File: config.mk
export PLATFORM = sky130hd
export DESIGN_NAME = sqg_coef_sel
export DESIGN_NICKNAME = d
export VERILOG_FILES = /design/src/rtl/sqg_pkg.sv /design/src/rtl/sqg_coef_sel.sv
export SDC_FILE = /design/constraint.sdc
export NUM_CORES = 1
export LEC_CHECK = 0
export BUFFER_PORTS_ARGS = -buffer_cell sky130_fd_sc_hd__buf_2
export CAP_MARGIN = 20
export CORE_AREA = 5 5 327 329
export DETAILED_ROUTE_END_ITERATION = 10
export DIE_AREA = 0 0 332 334
export REMOVE_ABC_BUFFERS = 1
export SETUP_SLACK_MARGIN = 0.2
export SYNTH_ARGS = -nofsm -noshare
export SYNTH_HDL_FRONTEND = slang
export SYNTH_SLANG_ARGS = --single-unit
File: constraint.sdc
create_clock -name vclk -period 2.53
set_input_delay 0.253 -clock vclk [all_inputs]
set_output_delay 0.253 -clock vclk [all_outputs]
set_load 0.005 [all_outputs]
File: src/rtl/sqg_pkg.sv
// ----------------------------------------------------------------------------
// sqg_pkg
// Shared types and constants for the single-qubit gate datapath.
// ----------------------------------------------------------------------------
package sqg_pkg;

  localparam int COEF_W    = 32;
  localparam int COEF_FRAC = 30;
  localparam int CFG_ADDR_W = 6;
  localparam int CFG_DATA_W = 64;

  localparam logic signed [COEF_W-1:0] Q_ONE    = 32'sh4000_0000;
  localparam logic signed [COEF_W-1:0] Q_HALF   = 32'sh2000_0000;
  localparam logic signed [COEF_W-1:0] Q_RSQRT2 = 32'sd759250125;

  // gate codes
  localparam logic [3:0] OP_H  = 4'd0;
  localparam logic [3:0] OP_X  = 4'd1;
  localparam logic [3:0] OP_Y  = 4'd2;
  localparam logic [3:0] OP_Z  = 4'd3;
  localparam logic [3:0] OP_S  = 4'd4;
  localparam logic [3:0] OP_RX = 4'd5;
  localparam logic [3:0] OP_SX = 4'd6;
  localparam logic [3:0] OP_RY = 4'd7;
  localparam logic [3:0] OP_RZ = 4'd8;
  localparam logic [3:0] OP_P  = 4'd9;
  localparam logic [3:0] OP_U  = 4'd10;

  // register indexes (byte address / 8)
  localparam logic [2:0] REG_ROT_COS = 3'd0;
  localparam logic [2:0] REG_ROT_SIN = 3'd1;
  localparam logic [2:0] REG_MAT00   = 3'd2;
  localparam logic [2:0] REG_MAT01   = 3'd3;
  localparam logic [2:0] REG_MAT10   = 3'd4;
  localparam logic [2:0] REG_MAT11   = 3'd5;

  // coefficient with a separate negate flag, so -(-2^31) needs no 33rd bit
  typedef struct packed {
    logic signed [COEF_W-1:0] val;
    logic                     neg;
  } coef_t;

  typedef coef_t [3:0] coef_row_t;
  typedef coef_row_t [3:0] coef_mat_t;

  typedef struct packed {
    logic [COEF_W-1:0]          rot_cos;
    logic [COEF_W-1:0]          rot_sin;
    logic [3:0][2*COEF_W-1:0]   mat;
  } cfg_t;

  typedef struct packed {
    logic en_b;
    logic en_c;
    logic en_d;
  } pipe_en_t;

  localparam coef_t C_ZERO = '{val: '0, neg: 1'b0};

  function automatic coef_t mk(input logic [COEF_W-1:0] v, input logic n);
    coef_t r;
    r.val = $signed(v);
    r.neg = n;
    return r;
  endfunction

  function automatic coef_row_t row(input coef_t c0, input coef_t c1,
                                    input coef_t c2, input coef_t c3);
    coef_row_t r;
    r[0] = c0;
    r[1] = c1;
    r[2] = c2;
    r[3] = c3;
    return r;
  endfunction

endpackage

File: src/rtl/sqg_coef_sel.sv
// ----------------------------------------------------------------------------
// sqg_coef_sel
// Builds the real 4x4 coefficient matrix of the chosen gate.
// ----------------------------------------------------------------------------
module sqg_coef_sel
  import sqg_pkg::*;
(
  input  logic [3:0] op_i,
  input  cfg_t       cfg_i,
  output coef_mat_t  mat_o
);

  coef_t one, neg1, k, nk, h, nh, c, s, ns;
  coef_t pr [4];
  coef_t pi [4];
  coef_t npi [4];

  always_comb begin
    one  = mk(Q_ONE, 1'b0);
    neg1 = mk(Q_ONE, 1'b1);
    k    = mk(Q_RSQRT2, 1'b0);
    nk   = mk(Q_RSQRT2, 1'b1);
    h    = mk(Q_HALF, 1'b0);
    nh   = mk(Q_HALF, 1'b1);
    c    = mk(cfg_i.rot_cos, 1'b0);
    s    = mk(cfg_i.rot_sin, 1'b0);
    ns   = mk(cfg_i.rot_sin, 1'b1);
    for (int i = 0; i < 4; i++) begin
      pr[i]  = mk(cfg_i.mat[i][2*COEF_W-1:COEF_W], 1'b0);
      pi[i]  = mk(cfg_i.mat[i][COEF_W-1:0], 1'b0);
      npi[i] = mk(cfg_i.mat[i][COEF_W-1:0], 1'b1);
    end

    // identity; Z, S and P only touch the second amplitude
    mat_o[0] = row(one, C_ZERO, C_ZERO, C_ZERO);
    mat_o[1] = row(C_ZERO, one, C_ZERO, C_ZERO);
    mat_o[2] = row(C_ZERO, C_ZERO, one, C_ZERO);
    mat_o[3] = row(C_ZERO, C_ZERO, C_ZERO, one);

    unique case (op_i)
      OP_H: begin
        mat_o[0] = row(k, C_ZERO, k, C_ZERO);
        mat_o[1] = row(C_ZERO, k, C_ZERO, k);
        mat_o[2] = row(k, C_ZERO, nk, C_ZERO);
        mat_o[3] = row(C_ZERO, k, C_ZERO, nk);
      end
      OP_X: begin
        mat_o[0] = row(C_ZERO, C_ZERO, one, C_ZERO);
        mat_o[1] = row(C_ZERO, C_ZERO, C_ZERO, one);
        mat_o[2] = row(one, C_ZERO, C_ZERO, C_ZERO);
        mat_o[3] = row(C_ZERO, one, C_ZERO, C_ZERO);
      end
      OP_Y: begin
        mat_o[0] = row(C_ZERO, C_ZERO, C_ZERO, one);
        mat_o[1] = row(C_ZERO, C_ZERO, neg1, C_ZERO);
        mat_o[2] = row(C_ZERO, neg1, C_ZERO, C_ZERO);
        mat_o[3] = row(one, C_ZERO, C_ZERO, C_ZERO);
      end
      OP_Z: begin
        mat_o[2] = row(C_ZERO, C_ZERO, neg1, C_ZERO);
        mat_o[3] = row(C_ZERO, C_ZERO, C_ZERO, neg1);
      end
      OP_S: begin
        mat_o[2] = row(C_ZERO, C_ZERO, C_ZERO, neg1);
        mat_o[3] = row(C_ZERO, C_ZERO, one, C_ZERO);
      end
      OP_RX: begin
        mat_o[0] = row(c, C_ZERO, C_ZERO, s);
        mat_o[1] = row(C_ZERO, c, ns, C_ZERO);
        mat_o[2] = row(C_ZERO, s, c, C_ZERO);
        mat_o[3] = row(ns, C_ZERO, C_ZERO, c);
      end
      OP_SX: begin
        mat_o[0] = row(h, nh, h, h);
        mat_o[1] = row(h, h, nh, h);
        mat_o[2] = row(h, h, h, nh);
        mat_o[3] = row(nh, h, h, h);
      end
      OP_RY: begin
        mat_o[0] = row(c, C_ZERO, ns, C_ZERO);
        mat_o[1] = row(C_ZERO, c, C_ZERO, ns);
        mat_o[2] = row(s, C_ZERO, c, C_ZERO);
        mat_o[3] = row(C_ZERO, s, C_ZERO, c);
      end
      OP_RZ: begin
        mat_o[0] = row(c, s, C_ZERO, C_ZERO);
        mat_o[1] = row(ns, c, C_ZERO, C_ZERO);
        mat_o[2] = row(C_ZERO, C_ZERO, c, ns);
        mat_o[3] = row(C_ZERO, C_ZERO, s, c);
      end
      OP_P: begin
        mat_o[2] = row(C_ZERO, C_ZERO, c, ns);
        mat_o[3] = row(C_ZERO, C_ZERO, s, c);
      end
      OP_U: begin
        mat_o[0] = row(pr[0], npi[0], pr[1], npi[1]);
        mat_o[1] = row(pi[0], pr[0], pi[1], pr[1]);
        mat_o[2] = row(pr[2], npi[2], pr[3], npi[3]);
        mat_o[3] = row(pi[2], pr[2], pi[3], pr[3]);
      end
      default: ;  // unused codes pass through
    endcase
  end

endmodule

==> impl_metrics.ini <==
[drt]
wl_per_cell_um = 32.1
dr.pass1.iters = 5
drt_iter0_drc = 1000
wl_mm = 96.3
vias = 10400
post-route-drc-count = 0
ant_nets = 0
vias_per_cell = 3.45

[global_routing]
gr-total-overflow = 0
grt_max_degree = 87
antenna_found_initial = 162
grt_pass1_vias = 9536
grt_pass1_wl_mm = 117
grt_use_total_pct = 16.1

[synthesis]
synth_cells = 960
synth_most_common_cell = buf_4
synthesis.area_um2 = 6090
synth_commonest_cells = 268 x buf_4, 140 x nand2_1, 117 x a21oi_1
ys_warn_count = 0
ys_types = 44
yosysSeqAreaShare_pct = 0
synth_top_area_cell = buf_4
syn_avg_cell_area_um2 = 6.34
synth_area_leaders = buf_4 33%, a21oi_1 9.6%, a22o_1 8.6%, nand2_1 8.6%, a311o_1 4.9%
synth_top_area_share_pct = 33.1

[placement]
place_hpwl_mm = 88.8
place.gp.congestion = 0.898
port-buffer-count = 847
dpl_worst_slack_ns = 0.0628
dp.cells = 2929
place_area_um2 = 10700

[sta]
whs_ns = 0.827
max_freq_mhz = 422
maxSlewHeadroom_pct = 44.7
worstMarginPinSlew_ns = 0.827
finalHoldViolations = 0
rsz0062_at_grt = no
fin_crit_sh_pct = 93.6
setup_tns_ns = 0
period_minus_slack_ns = 2.37
slew_viol_final = 0
setup_viol = 0
fin_ws_ns = 0.163

[floorplan]
dieArea_um2 = 111000
core_um2 = 103000
fp.dieH_um = 334
die_w_um = 332
num_rows = 118
start_util_pct = 5.90
io_pins = 852

[critical_path]
crit_path_end_kind = output pin
critPathKind = input port to output pin
worstPathRequired_ns = 2.28
path_max_fanout = 45
crit_arrival_ns = 2.11
start_kind = input port

[flow_run]
cap_violations = 0

[power_and_ir_drop]
ir_drop_uv = 62.3
power_frac_seq_pct = 0
p_leak_nw = 5.83
p_sw_share_pct = 60.0
share_comb_of_total_power_pct = 100.0
pwr-share-clk_pct = 0
switchingPower_mw = 1.07
totalPowerFinal_mw = 1.78
internal_power_mw = 0.714
power_density_nw_per_um2 = 163

[cells_and_area]
numSequentialCells = 0
drive_gt1_share_pct = 62.2
synthToLayoutAreaGrowth_pct = 79.9
clock_buffers = 0
stdcell_area_um2 = 11000
seq_area_um2 = 0
num-fill-cells = 12200
layout.nets = 1877
instances_no_fill = 3002
utilization_pct = 10.6

[hold_path]
hold_class = input port to output pin

[status]
status = finished clean

[clock_tree]
cts_hold_buf = 0
## cells by family after synthesis
family	count (synthesis)	share of synthesized area (%)
muxes	1	0.164
buffers and inverters	352	39.8
and+or+nand+nor	273	22.8
AOI/OAI and AO/OA	333	37.1
other	1	0.0616
## worst paths after layout
kind,from,endpoint,slack (ns),depth (start not counted)
worst max-delay path,op_i[2],mat_o[62],0.16,7
worst min-delay path,cfg_i[73],mat_o[109],0.83,3
## cells in the final DEF, fill, tap and decap left out, types with 28 or more instances in the layout
cell / instances
buf_2: 843
nand2_1: 140
a21oi_1: 113
diode_2: 71
buf_4: 67
a22o_1: 59
nand2b_1: 40
o21ai_0: 36
a311o_1: 30
buf_12: 28
## what timing repair did
action | 4_1_cts | 5_1_grt
pin swaps | 1 | 0
setup endpoints to repair | 16 | 5
endpoints found under the hold margin | 0 | 0
gates resized for setup | 7 | 4
setup buffers | 2 | 0
## layer usage
metal / track usage, % / wire length, µm / up-vias
met4: 2.03 / 1830 / 148
met5: 0 / 1000 / -
met2: 23.5 / 38800 / 824
met3: 13.9 / 18800 / 228
met1: 18.3 / 35900 / 4745
li1: - / - / 4407
## worst max-delay path: stages
cell	delay, ns
buf_2	0.15
buf_4	0.18
nor2b_1	0.25
nand2b_4	0.12
buf_12	0.18
a21oi_1	0.62
buf_2	0.23
## power groups by stage
stage          clock network (mW)  registers (mW)  logic [mW]
2_1_floorplan                   0               0       0.444
3_3_place_gp                    0               0        1.78
3_5_place_dp                    0               0        1.80
4_1_cts                         0               0        1.81
5_1_grt                0.00000101               0        1.90
6_report               0.00000330               0        1.78
## layout make-up
type,instances,area (µm²),share of cell area [%]
repair buffers,939,5290,48.3
multi-input cells,612,3750,34.3
well taps,1380,1730,15.8
diodes,71,178,1.62
No activity file was read; power rests on OpenSTA's default activity.
