`src/rtl/sqg_pkg.sv`:
```
// ----------------------------------------------------------------------------
// sqg_pkg
// Shared types and constants for the single-qubit gate datapath.
// ----------------------------------------------------------------------------
package sqg_pkg;

  localparam int COEF_W    = 32;
  localparam int COEF_FRAC = 30;
  localparam int CFG_ADDR_W = 6;
  localparam int CFG_DATA_W = 64;

  localparam logic signed [COEF_W-1:0] Q_ONE    = 32'sh4000_0000;
  localparam logic signed [COEF_W-1:0] Q_HALF   = 32'sh2000_0000;
  localparam logic signed [COEF_W-1:0] Q_RSQRT2 = 32'sd759250125;

  // gate codes
  localparam logic [3:0] OP_H  = 4'd0;
  localparam logic [3:0] OP_X  = 4'd1;
  localparam logic [3:0] OP_Y  = 4'd2;
  localparam logic [3:0] OP_Z  = 4'd3;
  localparam logic [3:0] OP_S  = 4'd4;
  localparam logic [3:0] OP_RX = 4'd5;
  localparam logic [3:0] OP_SX = 4'd6;
  localparam logic [3:0] OP_RY = 4'd7;
  localparam logic [3:0] OP_RZ = 4'd8;
  localparam logic [3:0] OP_P  = 4'd9;
  localparam logic [3:0] OP_U  = 4'd10;

  // register indexes (byte address / 8)
  localparam logic [2:0] REG_ROT_COS = 3'd0;
  localparam logic [2:0] REG_ROT_SIN = 3'd1;
  localparam logic [2:0] REG_MAT00   = 3'd2;
  localparam logic [2:0] REG_MAT01   = 3'd3;
  localparam logic [2:0] REG_MAT10   = 3'd4;
  localparam logic [2:0] REG_MAT11   = 3'd5;

  // coefficient with a separate negate flag, so -(-2^31) needs no 33rd bit
  typedef struct packed {
    logic signed [COEF_W-1:0] val;
    logic                     neg;
  } coef_t;

  typedef coef_t [3:0] coef_row_t;
  typedef coef_row_t [3:0] coef_mat_t;

  typedef struct packed {
    logic [COEF_W-1:0]          rot_cos;
    logic [COEF_W-1:0]          rot_sin;
    logic [3:0][2*COEF_W-1:0]   mat;
  } cfg_t;

  typedef struct packed {
    logic en_b;
    logic en_c;
    logic en_d;
  } pipe_en_t;

  localparam coef_t C_ZERO = '{val: '0, neg: 1'b0};

  function automatic coef_t mk(input logic [COEF_W-1:0] v, input logic n);
    coef_t r;
    r.val = $signed(v);
    r.neg = n;
    return r;
  endfunction

  function automatic coef_row_t row(input coef_t c0, input coef_t c1,
                                    input coef_t c2, input coef_t c3);
    coef_row_t r;
    r[0] = c0;
    r[1] = c1;
    r[2] = c2;
    r[3] = c3;
    return r;
  endfunction

endpackage

```
`src/rtl/sqg_cfg.sv`:
```
// ----------------------------------------------------------------------------
// sqg_cfg
// APB register file: rotation cosine/sine and the four U matrix elements.
// ----------------------------------------------------------------------------
module sqg_cfg
  import sqg_pkg::*;
(
  input  logic                  clk_i,
  input  logic                  rst_ni,
  input  logic                  psel,
  input  logic                  penable,
  input  logic                  pwrite,
  input  logic [CFG_ADDR_W-1:0] paddr,
  input  logic [CFG_DATA_W-1:0] pwdata,
  output logic [CFG_DATA_W-1:0] prdata,
  output logic                  pready,
  output cfg_t                  cfg_o
);

  cfg_t       cfg_q, cfg_d;
  logic [2:0] reg_idx;
  logic       wr_en;

  assign pready  = 1'b1;
  assign reg_idx = paddr[5:3];
  assign wr_en   = psel && penable && pwrite;

  always_comb begin
    cfg_d = cfg_q;
    if (wr_en) begin
      unique case (reg_idx)
        REG_ROT_COS: cfg_d.rot_cos = pwdata[COEF_W-1:0];
        REG_ROT_SIN: cfg_d.rot_sin = pwdata[COEF_W-1:0];
        REG_MAT00:   cfg_d.mat[0]  = pwdata;
        REG_MAT01:   cfg_d.mat[1]  = pwdata;
        REG_MAT10:   cfg_d.mat[2]  = pwdata;
        REG_MAT11:   cfg_d.mat[3]  = pwdata;
        default:     cfg_d = cfg_q;
      endcase
    end
  end

  always_comb begin
    unique case (reg_idx)
      REG_ROT_COS: prdata = {{COEF_W{1'b0}}, cfg_q.rot_cos};
      REG_ROT_SIN: prdata = {{COEF_W{1'b0}}, cfg_q.rot_sin};
      REG_MAT00:   prdata = cfg_q.mat[0];
      REG_MAT01:   prdata = cfg_q.mat[1];
      REG_MAT10:   prdata = cfg_q.mat[2];
      REG_MAT11:   prdata = cfg_q.mat[3];
      default:     prdata = '0;
    endcase
  end

  always_ff @(posedge clk_i or negedge rst_ni) begin
    if (!rst_ni) begin
      cfg_q.rot_cos <= Q_ONE;
      cfg_q.rot_sin <= '0;
      cfg_q.mat[0]  <= {Q_ONE, {COEF_W{1'b0}}};
      cfg_q.mat[1]  <= '0;
      cfg_q.mat[2]  <= '0;
      cfg_q.mat[3]  <= {Q_ONE, {COEF_W{1'b0}}};
    end else begin
      cfg_q <= cfg_d;
    end
  end

  assign cfg_o = cfg_q;

endmodule

```
`config.mk`:
```
export PLATFORM = sky130hd
export DESIGN_NAME = sqg_cfg
export DESIGN_NICKNAME = d
export VERILOG_FILES = /design/src/rtl/sqg_pkg.sv /design/src/rtl/sqg_cfg.sv
export SDC_FILE = /design/constraint.sdc
export NUM_CORES = 1
export LEC_CHECK = 0
export BUFFER_PORTS_ARGS = -buffer_cell sky130_fd_sc_hd__buf_2
export CAP_MARGIN = 30
export CORE_ASPECT_RATIO = 2
export CORE_MARGIN = 1.5
export CORE_UTILIZATION = 45
export DETAILED_ROUTE_END_ITERATION = 16
export GPL_TIMING_DRIVEN = 0
export PLACE_DENSITY = 0.72
export SLEW_MARGIN = 20
export SYNTH_ARGS = -nofsm -noshare
export SYNTH_HDL_FRONTEND = slang
export SYNTH_SLANG_ARGS = --single-unit
```
`constraint.sdc`:
```
create_clock -name clk_i -period 1.79 [get_ports clk_i]
set_clock_uncertainty 0.05 [all_clocks]
set_input_delay 0.179 -clock clk_i [delete_from_list [all_inputs] [get_ports clk_i]]
set_output_delay 0.179 -clock clk_i [all_outputs]
set_load 0.01 [all_outputs]
```
==> results.sh <==
export IMPL_hold_path_class="in -> async"
export IMPL_place_congestion=0.858
export IMPL_period_minus_slack_ns=1.95
export IMPL_synth_nets=1090
export IMPL_syn_avg_cell_area_sq_um=14.4
export IMPL_tritoncts="built"
export IMPL_synthFlopType="dfrtp_1"
export IMPL_violations="setup timing"
export IMPL_antenna_left=0
export IMPL_antenna_found_initial=0
export IMPL_fin_ws_ns=-0.164
export IMPL_grt_overflow=0
export IMPL_r2r_setup_slack_ns=0.68
export IMPL_synth_edf_count=0
export IMPL_ir_drop_uv=938
export IMPL_power_mw=23.2
export IMPL_multiInputGateArea_sq_mm=0.00625
export IMPL_ys_ff_latch=320
export IMPL_cts_buffers=29
export IMPL_die_x_microns=130
export IMPL_first_pass_iters=5
export IMPL_ys_seq_area_share_pct=54.9
export IMPL_maxCapViolCount=0
export IMPL_dp_hpwl_mm=37.8
export IMPL_cp_required_ns=1.56
export IMPL_path_clk_slew_ns=0.07
export IMPL_fillers=2560
export IMPL_die_area_sq_mm=0.0336
export IMPL_netlist_area_sq_mm=0.0146
export IMPL_grt_pass1_wl_mm=77.1
export IMPL_dr_total_vias=11700
export IMPL_io_pins=460
export IMPL_ys_types=32
export IMPL_critPathKind="reg -> out"
export IMPL_worst_pin_slew_ns=0.828
export IMPL_area_growth_pct=38.1
export IMPL_utilization_pct=62.9
export IMPL_maxSlewViolCount=0
export IMPL_wire_per_inst_microns=25.3
export IMPL_cts_path_max_buffers=3
export IMPL_status="complete, but fails checks"
export IMPL_r2r_cells=3
export IMPL_finalSetupViolations=15
export IMPL_grt_max_degree=98
export IMPL_viasPerCell=5.58
export IMPL_whs_ns=0.0820
export IMPL_rsz0062_at_grt="true"
export IMPL_power_switching_mw=7.24
export IMPL_cts_sinks=320
export IMPL_core_sq_mm=0.0320
export IMPL_pwr_share_seq_pct=42.1
export IMPL_stdcell_count=2099
export IMPL_r2r_start="cfg_o[283]"
export IMPL_drc=0
export IMPL_port_buffers=453
export IMPL_netlist_instances=1015
export IMPL_place_ws_ns=-0.847
export IMPL_internal_power_mw=15.9
export IMPL_power_leakage_nw=10.4
export IMPL_period_share_pct=109
export IMPL_fmax_mhz=512
export IMPL_root_buffer="clkbuf_16"
export IMPL_grt_pass1_vias=12300
export IMPL_ys_warn_count=0
export IMPL_finalWirelength_mm=53.1
export IMPL_setup_tns_ns=-0.870
export IMPL_die_h_microns=258
export IMPL_clkPwrFrac_pct=29.8
export IMPL_nNetsFinal=1724
export IMPL_largest_reg_flops=320
export IMPL_critPathCaptureType="output port"
export IMPL_cp_max_fo=3
export IMPL_initial_core_util_pct=45.6
export IMPL_rows=93
export IMPL_num_antenna_cells=0
export IMPL_cp_start_kind="flip-flop"
export IMPL_clock_latency_ns=0.56
export IMPL_p_sw_share_pct=31.2
export IMPL_design_area_sq_mm=0.0201
export IMPL_power_frac_comb_pct=28.1
export IMPL_placed_area_sq_mm=0.0175
export IMPL_rr_endpoint="cfg_o[283]"
export IMPL_power_density_mw_per_mm2=1150
export IMPL_place_inst=1898
export IMPL_drt_iter0_drc=556
export IMPL_drive_gt1_share_pct=56.4
export IMPL_seq_area_sq_mm=0.00801
export IMPL_cts_max_level=1
export IMPL_arrival_ns=1.73
export IMPL_finalHoldViolCount=0
export IMPL_relSlewSlack_pct=44.6
export IMPL_gr_usage_all_layers_pct=31.1
export IMPL_async_flop_share_pct=100
-- placed cells by master (no fill, tap or decap), types with 6 or more instances in the layout --
| master | synthesis | routed |
|---|---|---|
| mux2_1 | 85 | 85 |
| bufinv_16 | 0 | 6 |
| mux2_4 | 0 | 6 |
| dfrtp_1 | 317 | 317 |
| clkbuf_16 | 0 | 29 |
| o22ai_1 | 33 | 31 |
| o221ai_1 | 12 | 9 |
| nand3_1 | 7 | 7 |
| a21oi_1 | 16 | 7 |
| o21a_1 | 12 | 12 |
| clkbuf_2 | 0 | 9 |
| clkbuf_8 | 0 | 6 |
| mux2i_1 | 130 | 129 |
| buf_4 | 10 | 95 |
| nor3b_2 | 1 | 6 |
| o32a_1 | 11 | 11 |
| mux2_2 | 243 | 237 |
| buf_6 | 12 | 28 |
| nand2_1 | 13 | 13 |
| dlygate4sd3_1 | 0 | 65 |
| a211o_1 | 8 | 8 |
| o21ai_1 | 0 | 17 |
| buf_2 | 34 | 469 |
| a21oi_2 | 0 | 9 |
-- worst max-delay path by stage --
stage	depth (start not counted)	start	end	slack, ns
floorplan	5	paddr[4]	cfg_o[14]	0.23
global placement	1	rst_ni	cfg_o[185]	-5.47
detailed placement	6	paddr[5]	prdata[21]	-0.85
CTS	4	cfg_o[213]	prdata[21]	-0.18
global route	4	cfg_o[309]	prdata[21]	-0.19
finish	4	cfg_o[270]	prdata[14]	-0.16
-- cells in the mapped netlist, types with 3 or more instances --
| cell | count | area share (%) |
|---|---|---|
| nand3b_1 | 5 | 0.26 |
| dfrtp_1 | 317 | 54 |
| mux2_2 | 243 | 19 |
| buf_2 | 34 | 1.2 |
| mux2_1 | 85 | 6.6 |
| clkbuf_1 | 14 | 0.36 |
| dfstp_2 | 3 | 0.54 |
| o21a_1 | 12 | 0.62 |
| nand3_1 | 7 | 0.24 |
| nand2b_1 | 4 | 0.17 |
| nand2_1 | 13 | 0.33 |
| nor2_4 | 3 | 0.23 |
| o22ai_1 | 33 | 1.4 |
| o21ai_0 | 19 | 0.65 |
| buf_1 | 6 | 0.15 |
| buf_4 | 10 | 0.51 |
| mux2i_1 | 130 | 8.9 |
| buf_6 | 12 | 0.93 |
| o32a_1 | 11 | 0.76 |
| a21oi_1 | 16 | 0.55 |
| o221ai_1 | 12 | 0.72 |
| a211o_1 | 8 | 0.48 |
| nor3b_1 | 9 | 0.46 |
-- worst max-delay path, cell delays in order, from the launching register on --
cell and delay [ns]:
dfrtp_1 0.38, mux2i_1 0.09, o21a_1 0.20, o221ai_1 0.29, buf_2 0.20
-- per-layer routing --
layer / vias to the layer above / global-route usage, % / wire length (microns)
met3: 166 / 5.24 / 3230
met4: 0 / 19.8 / 3740
met2: 536 / 55.8 / 27800
met1: 5992 / 33.0 / 18300
met5: - / 0 / 0
li1: 5023 / - / -
-- what timing repair did --
item | 4_1_cts | 5_1_grt
hold buffers | 65 | 0
hold endpoints to repair | 544 | 0
resized for setup | 99 | 27
pin swaps | 16 | 8
setup endpoints to repair | 64 | 33
buffers inserted | 57 | 25
-- power groups by stage --
stage	clock [mW]	combinational, mW	sequential (mW)
finish	6.92	6.52	9.75
global route	7.29	6.95	9.90
CTS	7.05	6.30	9.71
detailed placement	0	5.63	9.90
global placement	0	5.51	9.82
floorplan	0	2.18	10.4
-- kinds of logic (layout without fill, tap and decap cells) --
logic type | after synthesis | after routing | synth area share [%]
AOI/OAI and AO/OA | 111 | 111 | 5.19
buffers and inverters | 77 | 734 | 3.15
DFF | 320 | 320 | 54.9
and+or+nand+nor | 47 | 47 | 2.27
other | 1 | 1 | 0.0257
muxes | 459 | 459 | 34.4
-- cell type report --
cell class,instances,share of cell area [%]
well taps,427,2.65
repair buffers,603,18.2
inverters,1,0.0186
clock buffers,37,3.95
multi-input cells,618,31.0
plain buffers,76,3.11
flip-flops and latches,320,39.8
clock inverters,17,1.28
Power figures use the tool's default switching activity.
